## src/sv/fac_plru_pkg.sv

```systemverilog
// ----------------------------------------------------------------------------
// fac_plru_pkg
// Shared constants and controller/datapath handshake types for the
// fully associative tree-PLRU tag store.
// ----------------------------------------------------------------------------
package fac_plru_pkg;

    localparam int ADDR_W         = 37;
    localparam int HIT_CNT_W      = 32;
    localparam int LINES_DEF      = 512;
    localparam int LINE_BYTES_DEF = 32;
    localparam int TAG_WIDTH_DEF  = 32;

    // tags compared per RAM row
    localparam int LANES  = 8;
    localparam int LANE_W = 3;

    typedef struct packed {
        logic clr;   // clearing pass step
        logic load;  // capture a new word
        logic scan;  // tag row read / compare
        logic walk;  // victim walk step
        logic ups;   // fill victim, count hit, seed path update
        logic upd;   // one tree node update
    } t_dp_cmd;

    typedef struct packed {
        logic clr_done;
        logic cmp_hit;
        logic cmp_end;
        logic leaf;
        logic upd_done;
    } t_dp_sts;

endpackage

```

## src/sv/fac_plru_ctrl.sv

```systemverilog
// ----------------------------------------------------------------------------
// fac_plru_ctrl
// Sequencer: clearing pass, tag scan, victim walk, fill and path update.
// ----------------------------------------------------------------------------
module fac_plru_ctrl import fac_plru_pkg::*; (
    input  logic    i_clk,
    input  logic    i_rst_n,
    input  logic    i_start,
    input  t_dp_sts i_sts,
    output t_dp_cmd o_cmd,
    output logic    o_busy
);

    localparam logic [2:0] S_CLEAR = 3'd0;
    localparam logic [2:0] S_IDLE  = 3'd1;
    localparam logic [2:0] S_SCAN  = 3'd2;
    localparam logic [2:0] S_WALK  = 3'd3;
    localparam logic [2:0] S_UPS   = 3'd4;
    localparam logic [2:0] S_UPD   = 3'd5;

    logic [2:0] r_state;
    logic [2:0] n_state;

    always_comb begin
        o_cmd   = '0;
        n_state = r_state;
        case (r_state)
            S_CLEAR: begin
                o_cmd.clr = 1'b1;
                if (i_sts.clr_done) n_state = S_IDLE;
            end
            S_IDLE: begin
                if (i_start) begin
                    o_cmd.load = 1'b1;
                    n_state    = S_SCAN;
                end
            end
            S_SCAN: begin
                o_cmd.scan = 1'b1;
                if (i_sts.cmp_hit)      n_state = S_UPS;
                else if (i_sts.cmp_end) n_state = S_WALK;
            end
            S_WALK: begin
                o_cmd.walk = 1'b1;
                if (i_sts.leaf) n_state = S_UPS;
            end
            S_UPS: begin
                o_cmd.ups = 1'b1;
                n_state   = S_UPD;
            end
            S_UPD: begin
                o_cmd.upd = 1'b1;
                if (i_sts.upd_done) n_state = S_IDLE;
            end
            default: begin
                n_state = S_IDLE;
            end
        endcase
    end

    always_ff @(posedge i_clk) begin
        if (!i_rst_n) begin
            r_state <= S_CLEAR;
        end else begin
            r_state <= n_state;
        end
    end

    assign o_busy = (r_state != S_IDLE);

endmodule

```

## config.mk

```make
export PLATFORM = sky130hd
export DESIGN_NAME = fac_plru_ctrl
export DESIGN_NICKNAME = d
export VERILOG_FILES = /design/src/sv/fac_plru_pkg.sv /design/src/sv/fac_plru_ctrl.sv
export SDC_FILE = /design/constraint.sdc
export NUM_CORES = 1
export LEC_CHECK = 0
export BUFFER_PORTS_ARGS = -buffer_cell sky130_fd_sc_hd__buf_2
export CAP_MARGIN = 20
export CELL_PAD_IN_SITES_DETAIL_PLACEMENT = 1
export CELL_PAD_IN_SITES_GLOBAL_PLACEMENT = 1
export CORE_AREA = 2 2 39 41
export DETAILED_ROUTE_END_ITERATION = 7
export DIE_AREA = 0 0 41 43
export GPL_TIMING_DRIVEN = 0
export PLACE_DENSITY = 0.68
export SLEW_MARGIN = 10
export SYNTH_ARGS = -nofsm -noshare
export SYNTH_HDL_FRONTEND = slang
export SYNTH_SLANG_ARGS = --single-unit
```

## constraint.sdc

```tcl
create_clock -name i_clk -period 3.7 [get_ports i_clk]
set_input_delay 0.185 -clock i_clk [delete_from_list [all_inputs] [get_ports i_clk]]
set_output_delay 0.185 -clock i_clk [all_outputs]
set_load 0.05 [all_outputs]
```

==> impl_metrics.py, run 1 <==
metrics = {
    "outcome": {
        "status": "finished clean",
    },
    "synthesis": {
        "synth_edf_count": 0,
        "synthFlopType": "dfxtp_1",
        "ys.warnings.count": 0,
        "synth_top_family_by_area": "simple AND/OR/NAND/NOR gates",
        "synth_seq_cells": 3,
        "yosys.area_share.simple_pct": 38.84,
        "netlist_area_um2": 280.3,
        "synthAdderAreaFrac_pct": 0,
        "post_synth.cell_area_avg_um2": 7.575,
        "synth_area_leader_cell": "dfxtp_1",
        "async_reset_ff_share_pct": 0,
        "synth_nets": 45,
        "synth.distinct_cells": 20,
        "synthCells": 37,
        "synthMuxAreaShare_pct": 12.50,
        "ys_top_cells_by_area": "dfxtp_1, mux2i_1, nand2b_1",
        "synth-seq-area-share_pct": 21.43,
        "synth_xor_xnor_area_share_pct": 0,
        "synth_compound_area_share_pct": 16.52,
        "synth_top_cell_area_share_pct": 21.43,
    },
    "clock_tree": {
        "htree_levels": 1,
        "clock_sink_count": 3,
        "clkTransAtPathRegs_ps": 40,
        "clkLatencyLatePin_ps": 230,
        "cts_buffers": 3,
        "post_cts_buffers": 0,
        "cts_hold_buffers": 0,
        "clock_path_buffers": 2,
        "cts_root_buf": "clkbuf_4",
        "cts_resized": 0,
        "cts_tree": "built",
    },
    "worst_setup_path": {
        "worstSetupPathType": "reg -> out",
        "worstPathArrival_ps": 1320,
        "end_kind": "output port",
        "crit_fanout": 8,
        "crit_required_ps": 3510,
        "start_kind": "register",
    },
    "final_layout": {
        "final_cell_mix": "buf_2, nor2_1",
        "nets": 64,
        "registers.top_by_ff_count": "r_state",
        "fin_util_pct": 28.66,
        "area_growth_syn_to_layout_pct": 41.52,
        "top_regs": "r_state: 3 flops",
        "layout-drive-gt1-share_pct": 41.82,
        "largest_reg_flops": 3,
        "antenna_cells": 0,
        "nFillCells": 190,
        "layout_commonest_cell": "buf_2",
        "layoutNonFillerInstCount": 71,
    },
    "timing": {
        "worst_pin_slew_ps": 333.3,
        "report.final.slew_viol_count": 0,
        "setup_viol": 0,
        "finalHoldViolCount": 0,
        "fmax_mhz": 663.4,
        "min_period_ps": 1507,
        "grt_setup_unrepaired": "false",
        "period_share_pct": 40.74,
        "skew_ps": 4.048,
        "setup_tns_ps": 0,
        "relSlewSlack_pct": 77.75,
    },
    "global_route": {
        "grt.busiest_layer": "met2",
        "use_met1_pct": 13.46,
        "met2_usage_pct": 14.69,
        "grt_pass1_wl_um": 1242,
        "grt_max_degree": 11,
        "grt_overflow_total": 0,
        "grt_pass1_vias": 301,
        "antenna_found_initial": 0,
        "grtUsageMet3_pct": 3.665,
        "track_usage_pct": 10.23,
    },
    "pwr": {
        "total_leakage_power_uw": 0.0001885,
        "p_per_area_nw_per_um2": 480.3,
        "vdd_ir_drop_max_uv": 118.8,
    },
    "floorplanning": {
        "dieArea_um2": 1763,
        "rows": 14,
        "initial_utilization_pct": 20.25,
        "core_um2": 1384,
        "io_pins": 15,
        "die-width_um": 41,
        "die_h_um": 43,
    },
    "drt": {
        "drt_first_pass_iters": 4,
        "routed-via-count": 319,
        "drt_iter0_markers": 4,
        "wl_um": 768,
        "vias_per_cell": 4.493,
        "wire_per_inst_um": 10.82,
        "antenna_left": 0,
        "drc": 0,
    },
    "place": {
        "dp_cells": 67,
        "io_buffers": 14,
        "dpl.hpwl_um": 585.6,
        "gp_congestion": 0.7219,
    },
    "min_path": {
        "holdCritPathClass": "in -> reg",
    },
    "flow_run": {
        "cap_violations": 0,
    },
}
==> critical path, cell delays in order, from the launching register on <==
cell and delay, ps:
dfxtp_1 510, nand2b_4 90, nand2b_1 160, nor2_1 80, buf_2 260
==> Yosys cell counts, types with 2 or more instances <==
cell type / number
nor3_1: 3
inv_1: 3
mux2i_1: 2
nand2_1: 3
nand2b_1: 3
nor2_1: 4
nand3b_1: 2
o21ai_0: 3
dfxtp_1: 3
==> final cells by class <==
type,count,area (µm²),area share (%)
plain buffers,2,18.77,4.732
clock buffers,4,26.28,6.625
well taps,16,20.02,5.047
multi-input cells,29,190.2,47.95
inverters,3,11.26,2.839
repair buffers,14,70.07,17.67
flip-flops and latches,3,60.06,15.14
==> metrics by stage <==
step / total power (µW) / cell area (µm²) / hold WS, ps / worst slack, ps
final: 190.5 / 396.6 / 250.9 / 2193
after global routing: 201.4 / 396.6 / 270.5 / 2085
after CTS: 192.8 / 396.6 / 245.7 / 2176
after detailed placement: 132.9 / 370.4 / 484.6 / 2334
after global placement: 131.2 / 370.4 / 489.0 / 2392
after floorplan: 111.6 / 280.3 / 323.3 / 1605
==> worst paths after layout <==
path | slack [ps] | depth (start not counted) | to | startpoint
hold / removal | 250 | 3 | r_state[0] | i_sts[2]
hold reg to reg | 610 | 3 | r_state[2] | r_state[2]
setup / recovery | 2190 | 4 | o_cmd[4] | r_state[0]
setup reg to reg | 2340 | 5 | r_state[1] | r_state[1]
==> where the power goes <==
| part | leakage, µW | internal [µW] | switching [µW] |
|---|---|---|---|
| clock | 0.0000150 | 40.5 | 17.7 |
| combinational | 0.000149 | 29.9 | 60.8 |
| sequential | 0.0000246 | 36.6 | 5.08 |
==> routing by layer <==
layer / wire length, µm / vias up
li1: - / 163
met1: 347 / 144
met2: 354 / 12
met3: 66 / 0
met4: 0 / 0
met5: 0 / -
==> kinds of logic (layout without fill, tap and decap cells) <==
group                  count (synthesis)  in the layout
AOI/OAI and AO/OA                      7              7
muxes                                  3              3
and+or+nand+nor                       19             19
DFF                                    3              3
buffers and inverters                  5             23
Power figures use the tool's default switching activity.
==> run 2, diff against run 1 <==
- ABC_AREA: unset -> 1
- PLACE_DENSITY: 0.68 -> 0.74
- clock period: 3.7 -> 1.5 ns (I/O delays scaled with it)
==> run 2 against run 1 <==
Flip-flop and latch count is the same. Non-clock buffer count shrank 2. Via count grew 13%. Setup slack lost 2000 ps. Power grew to 5.4 times the previous value. Critical endpoint is now o_cmd[1]. Worst hold slack lost 150 ps.
==> impl_metrics.py, run 2 <==
metrics = {
    "outcome": {
        "status": "finished clean",
    },
    "floorplanning": {
        "initial_utilization_pct": 22.97,
        "io_pins": 15,
        "rows": 14,
        "die_h_um": 43,
        "dieArea_um2": 1763,
        "core_um2": 1384,
        "die-width_um": 41,
    },
    "timing": {
        "relSlewSlack_pct": 77.37,
        "worst_pin_slew_ps": 339.0,
        "hold_slack_ps": 96.34,
        "skew_ps": 1.075,
        "fmax_mhz": 739.4,
        "grt_setup_unrepaired": "false",
        "finalHoldViolCount": 0,
        "min_period_ps": 1352,
        "setup_viol": 0,
        "report.final.slew_viol_count": 0,
        "setup_tns_ps": 0,
        "period_share_pct": 90.16,
    },
    "drt": {
        "wire_per_inst_um": 9.321,
        "routed-via-count": 361,
        "wl_um": 783,
        "vias_per_cell": 4.298,
        "drt_iter0_markers": 2,
        "antenna_left": 0,
        "drc": 0,
        "drt_first_pass_iters": 2,
    },
    "flow_run": {
        "cap_violations": 0,
    },
    "global_route": {
        "grt_max_degree": 8,
        "track_usage_pct": 11.04,
        "grt_overflow_total": 0,
        "antenna_found_initial": 0,
        "grt_pass1_wl_um": 1324,
        "grt_pass1_vias": 346,
    },
    "clock_tree": {
        "cts_root_buf": "clkbuf_4",
        "clock_path_buffers": 2,
        "clkLatencyLatePin_ps": 230,
        "cts_hold_buffers": 0,
        "cts_resized": 0,
        "clock_sink_count": 3,
        "post_cts_buffers": 0,
        "cts_tree": "built",
        "clkTransAtPathRegs_ps": 40,
        "htree_levels": 1,
        "cts_buffers": 3,
    },
    "synthesis": {
        "synthCells": 50,
        "synthFlopType": "dfxtp_1",
        "ys_top_cells_by_area": "dfxtp_1, nor2_1, nand3_2",
        "synth_edf_count": 0,
        "synthMostInstantiatedCell": "nor2_1",
        "synth_seq_cells": 3,
        "synth_area_leader_cell": "dfxtp_1",
        "synth_top_cell_area_share_pct": 18.90,
        "synth.distinct_cells": 16,
        "synth_nets": 58,
        "synth-seq-area-share_pct": 18.90,
        "ys.warnings.count": 0,
        "async_reset_ff_share_pct": 0,
        "post_synth.cell_area_avg_um2": 6.356,
        "netlist_area_um2": 317.8,
        "synth_commonest_cells": "nor2_1, inv_1, nand2_1, nand3_1",
    },
    "pwr": {
        "vdd_ir_drop_max_uv": 747.0,
        "p_per_area_nw_per_um2": 2345,
        "total_leakage_power_uw": 0.0002363,
    },
    "final_layout": {
        "registers.top_by_ff_count": "r_state",
        "antenna_cells": 0,
        "final_cell_mix": "buf_2, nor2_1, inv_1",
        "layoutNonFillerInstCount": 84,
        "largest_reg_flops": 3,
        "top_regs": "r_state: 3 flops",
        "area_growth_syn_to_layout_pct": 37.40,
        "nets": 77,
        "layout_commonest_cell": "buf_2",
        "layout-drive-gt1-share_pct": 45.59,
    },
    "worst_setup_path": {
        "critPathBufInv": 2,
        "worstPathArrival_ps": 1280,
        "critPathSlowestCell": "dfxtp_1",
        "crit_cells": 3,
        "crit_fanout": 7,
        "cp-startpoint": "r_state[2]",
        "r2r-start": "r_state[2]",
        "start_kind": "register",
        "crit_chain": "inv_2 > nor2_2 > buf_2",
        "reg2reg_to": "r_state[2]",
        "worstSetupPathType": "reg -> out",
        "cpPeakStageDelay_ps": 510,
        "reg2reg_slack_ps": 270,
        "crit_required_ps": 1420,
        "r2r_cells": 7,
        "cp_top_family": "flip-flops",
        "crit_path_end": "o_cmd[1]",
        "end_kind": "output port",
    },
    "min_path": {
        "holdCritPathClass": "in -> reg",
        "worstHoldStart": "i_rst_n",
    },
    "place": {
        "dpl.hpwl_um": 669.2,
        "gp_congestion": 0.7582,
        "io_buffers": 14,
        "dp_cells": 80,
    },
}
-- run 2: cell count changes after synthesis, sizes merged, moves of 2 or more --
cell    change
nor3        -2
buf         -2
nand2b      -4
inv         +6
nor2       +14
a21oi       +2
o21ai       -4
nand3       +6
mux2i       -2
nand2       +3
-- run 2: per-stage QoR --
step | setup slack (ps) | area, µm² | power [µW] | utilization [%]
2_1_floorplan | 110.2 | 320.3 | 752.7 | -
3_5_place_dp | 257.6 | 410.4 | 896.2 | 29.66
4_1_cts | 119.9 | 436.7 | 1043 | 31.56
3_3_place_gp | 287.6 | 410.4 | 884.5 | 29.66
6_report | 147.5 | 436.7 | 1024 | 31.56
5_1_grt | 54.81 | 436.7 | 1118 | 31.56
-- run 2: per-layer routing --
| layer | routed length, µm | vias to the layer above | part of all wire, % | track usage, % |
|---|---|---|---|---|
| met2 | 412 | 7 | 53 | 16.25 |
| met4 | 0 | 0 | 0 | 6.000 |
| met5 | 0 | - | 0 | 0 |
| met1 | 324 | 163 | 41 | 13.83 |
| li1 | - | 191 | - | - |
| met3 | 45 | 0 | 5.7 | 3.141 |
-- run 2: how the worst min path moves through the flow --
stage                            end  cells past startpoint
final                     r_state[1]                      3
after CTS                 r_state[1]                      3
after detailed placement  r_state[1]                      3
after global placement    r_state[1]                      3
after global routing      r_state[1]                      3
after floorplan           r_state[1]                      2
-- run 2: cells by family (layout without fill, tap and decap cells) --
group / count (synthesis) / count (layout) / synth area share (%)
AND/OR/NAND/NOR: 36 / 36 / 67.33
buffers and inverters: 9 / 27 / 10.63
flip-flops: 3 / 3 / 18.90
AO/OA/AOI/OAI: 2 / 2 / 3.150
-- run 2: worst register-to-register path, stage by stage (launching register included) --
cell and delay (ps):
dfxtp_1 510, inv_2 140, nand3_2 130, nor2_1 60
nor2_2 110, nand3_1 80, nand2_1 60, nor2_1 40
-- run 2: power by group --
| group | switching (µW) | internal, µW | total, µW |
|---|---|---|---|
| logic | 509 | 201 | 710 |
| registers | 62.6 | 113 | 175 |
| clock network | 38.7 | 99.5 | 138 |
| total | 611 | 413 | 1020 |
-- run 2: cell type report --
| type | count | area [µm²] |
|---|---|---|
| clock buffers | 4 | 26.28 |
| multi-input cells | 38 | 226.5 |
| repair buffers | 14 | 70.07 |
| inverters | 9 | 33.78 |
| well taps | 16 | 20.02 |
| flip-flops and latches | 3 | 60.06 |
| fillers | 194 | 947.2 |
==> run 3, diff against run 2 <==
- clock period: 1.5 -> 1.4 ns (I/O delays scaled with it)
==> run 3 against run 2 <==
Power rose by 8.9%. Flip-flop and latch count did not move. Worst hold slack got worse by 11 ps. Via count rose by 0.83%. Combinational power rose by 9.4%. Critical endpoint unchanged. Clock skew barely moved. Sequential share of layout area barely moved.
==> impl_metrics.py, run 3 (synthesis gave the netlist of run 2 again) <==
metrics = {
    "worst_setup_path": {
        "crit_fanout": 7,
        "r2r_cells": 7,
        "cp_top_family": "flip-flops",
        "worstSetupPathType": "reg -> out",
        "critPathBufInv": 2,
        "crit_chain": "nor2_2 > inv_1 > nor2_2 > clkbuf_4",
        "reg2reg_to": "r_state[2]",
        "end_kind": "output port",
        "cpPeakStageDelay_ps": 380,
        "critPathMostFrequentCell": "nor2_2",
        "reg2reg_slack_ps": 200,
        "worstPathArrival_ps": 1230,
        "r2r-start": "r_state[0]",
        "crit_required_ps": 1330,
        "start_kind": "register",
        "critPathSlowestCell": "dfxtp_1",
    },
    "clock_tree": {
        "post_cts_buffers": 0,
        "cts_resized": 0,
        "cts_buffers": 3,
        "clock_path_buffers": 2,
        "cts_hold_buffers": 0,
        "clkLatencyLatePin_ps": 230,
        "clock_sink_count": 3,
        "htree_levels": 1,
        "cts_root_buf": "clkbuf_4",
        "clkTransAtPathRegs_ps": 40,
        "cts_tree": "built",
    },
    "flow_run": {
        "cap_violations": 0,
    },
    "min_path": {
        "worstHoldStart": "i_rst_n",
        "hold_end": "r_state[2]",
        "holdCritPathClass": "in -> reg",
        "min_path_cells": 3,
    },
    "drt": {
        "m1WireLength_um": 322,
        "routed-wl-met2_um": 422,
        "wl_um": 790,
        "dr_wl_met3_um": 45,
        "wire_per_inst_um": 9.405,
        "drc": 0,
        "antenna_left": 0,
        "vias_per_cell": 4.333,
        "highest_layer": "met3",
        "routed-via-count": 364,
        "drt_first_pass_iters": 3,
        "drt_iter0_markers": 2,
    },
    "timing": {
        "setup_viol": 0,
        "skew_ps": 1.075,
        "finalHoldViolCount": 0,
        "report.final.slew_viol_count": 0,
        "min_period_ps": 1303,
        "hold_slack_ps": 85.42,
        "relSlewSlack_pct": 80.89,
        "fmax_mhz": 767.5,
        "setup_tns_ps": 0,
        "worst_pin_slew_ps": 286.2,
        "period_share_pct": 93.07,
        "grt_setup_unrepaired": "true",
    },
    "final_layout": {
        "multi_input_area_um2": 226.5,
        "largest_reg_flops": 3,
        "top_regs": "r_state: 3 flops",
        "area_growth_syn_to_layout_pct": 40.16,
        "regArea_um2": 61.31,
        "antenna_cells": 0,
        "layout-drive-gt1-share_pct": 47.06,
        "final_cell_mix": "nor2_1, buf_2, inv_1, clkbuf_4, nand2_1",
        "registers.top_by_ff_count": "r_state",
        "nFillCells": 195,
        "final_area_um2": 445.4,
        "nets": 77,
        "layout_commonest_cell": "nor2_1",
    },
    "pwr": {
        "total_leakage_power_uw": 0.0002362,
        "vdd_ir_drop_max_uv": 831.6,
        "power.share.sequential_pct": 17.1,
        "p_clk_share_pct": 13.3,
        "intPower_uw": 460.7,
        "comb_power_share_pct": 69.6,
        "p_switching_uw": 654.7,
        "sw_frac_of_total_pct": 58.70,
        "p_per_area_nw_per_um2": 2504,
    },
    "place": {
        "dpl.hpwl_um": 669.2,
        "io_buffers": 14,
        "placed_area_um2": 410.4,
        "gp_congestion": 0.7582,
    },
    "floorplanning": {
        "core_um2": 1384,
        "initial_utilization_pct": 22.97,
        "io_pins": 15,
        "die-width_um": 41,
        "die_h_um": 43,
        "dieArea_um2": 1763,
        "rows": 14,
    },
    "global_route": {
        "grt_max_degree": 8,
        "track_usage_pct": 11.04,
        "grt_pass1_vias": 346,
        "grt_pass1_wl_um": 1324,
        "antenna_found_initial": 0,
        "grt_overflow_total": 0,
    },
    "outcome": {
        "status": "finished clean",
    },
}
[run 3: cell types whose count changed in the layout (fill, tap and decap cells not counted), sizes merged]
cell / before / now
buf: 14 / 11
clkbuf: 4 / 7
[run 3: power by group through the flow]
stage	Sequential (µW)	Combinational, µW	Clock (µW)
finish	190	777	148
floorplan	174	633	0
global route	200	850	166
CTS	190	771	156
detailed placement	191	769	0
global placement	188	760	0
[run 3: how the worst max path moves through the flow]
| stage | startpoint | to | depth (start not counted) |
|---|---|---|---|
| 2_1_floorplan | r_state[0] | r_state[2] | 7 |
| 3_3_place_gp | r_state[2] | r_state[2] | 7 |
| 3_5_place_dp | r_state[2] | r_state[2] | 7 |
| 4_1_cts | r_state[2] | o_cmd[1] | 3 |
| 5_1_grt | r_state[0] | o_cmd[1] | 4 |
| 6_report | r_state[0] | o_cmd[1] | 4 |
[run 3: cell type report]
class | instances | area share, %
clock buffers | 4 | 5.899
inverters | 9 | 7.584
multi-input cells | 38 | 50.84
flip-flops and latches | 3 | 13.76
well taps | 16 | 4.494
repair buffers | 14 | 17.42
[run 3: through the flow]
stage	std cells	setup WS [ps]	utilization, %	total power (µW)
detailed placement	80	157.6	29.66	960.2
global placement	80	187.6	29.66	947.7
finish	84	97.05	32.19	1115
global route	84	-9.606	32.19	1215
floorplan	50	11.69	-	806.5
CTS	84	24.91	31.56	1117
[run 3: metal layers]
layer  global-route usage [%]  vias to the layer above
met1                    13.83                      166
met3                    3.141                        0
met2                    16.25                        7
li1                         -                      191
met5                        0                        -
met4                    6.000                        0
[run 3: tightest hold or removal path: stages]
cell and delay, ps:
buf_2 110, nand2_1 60, nor2_1 40
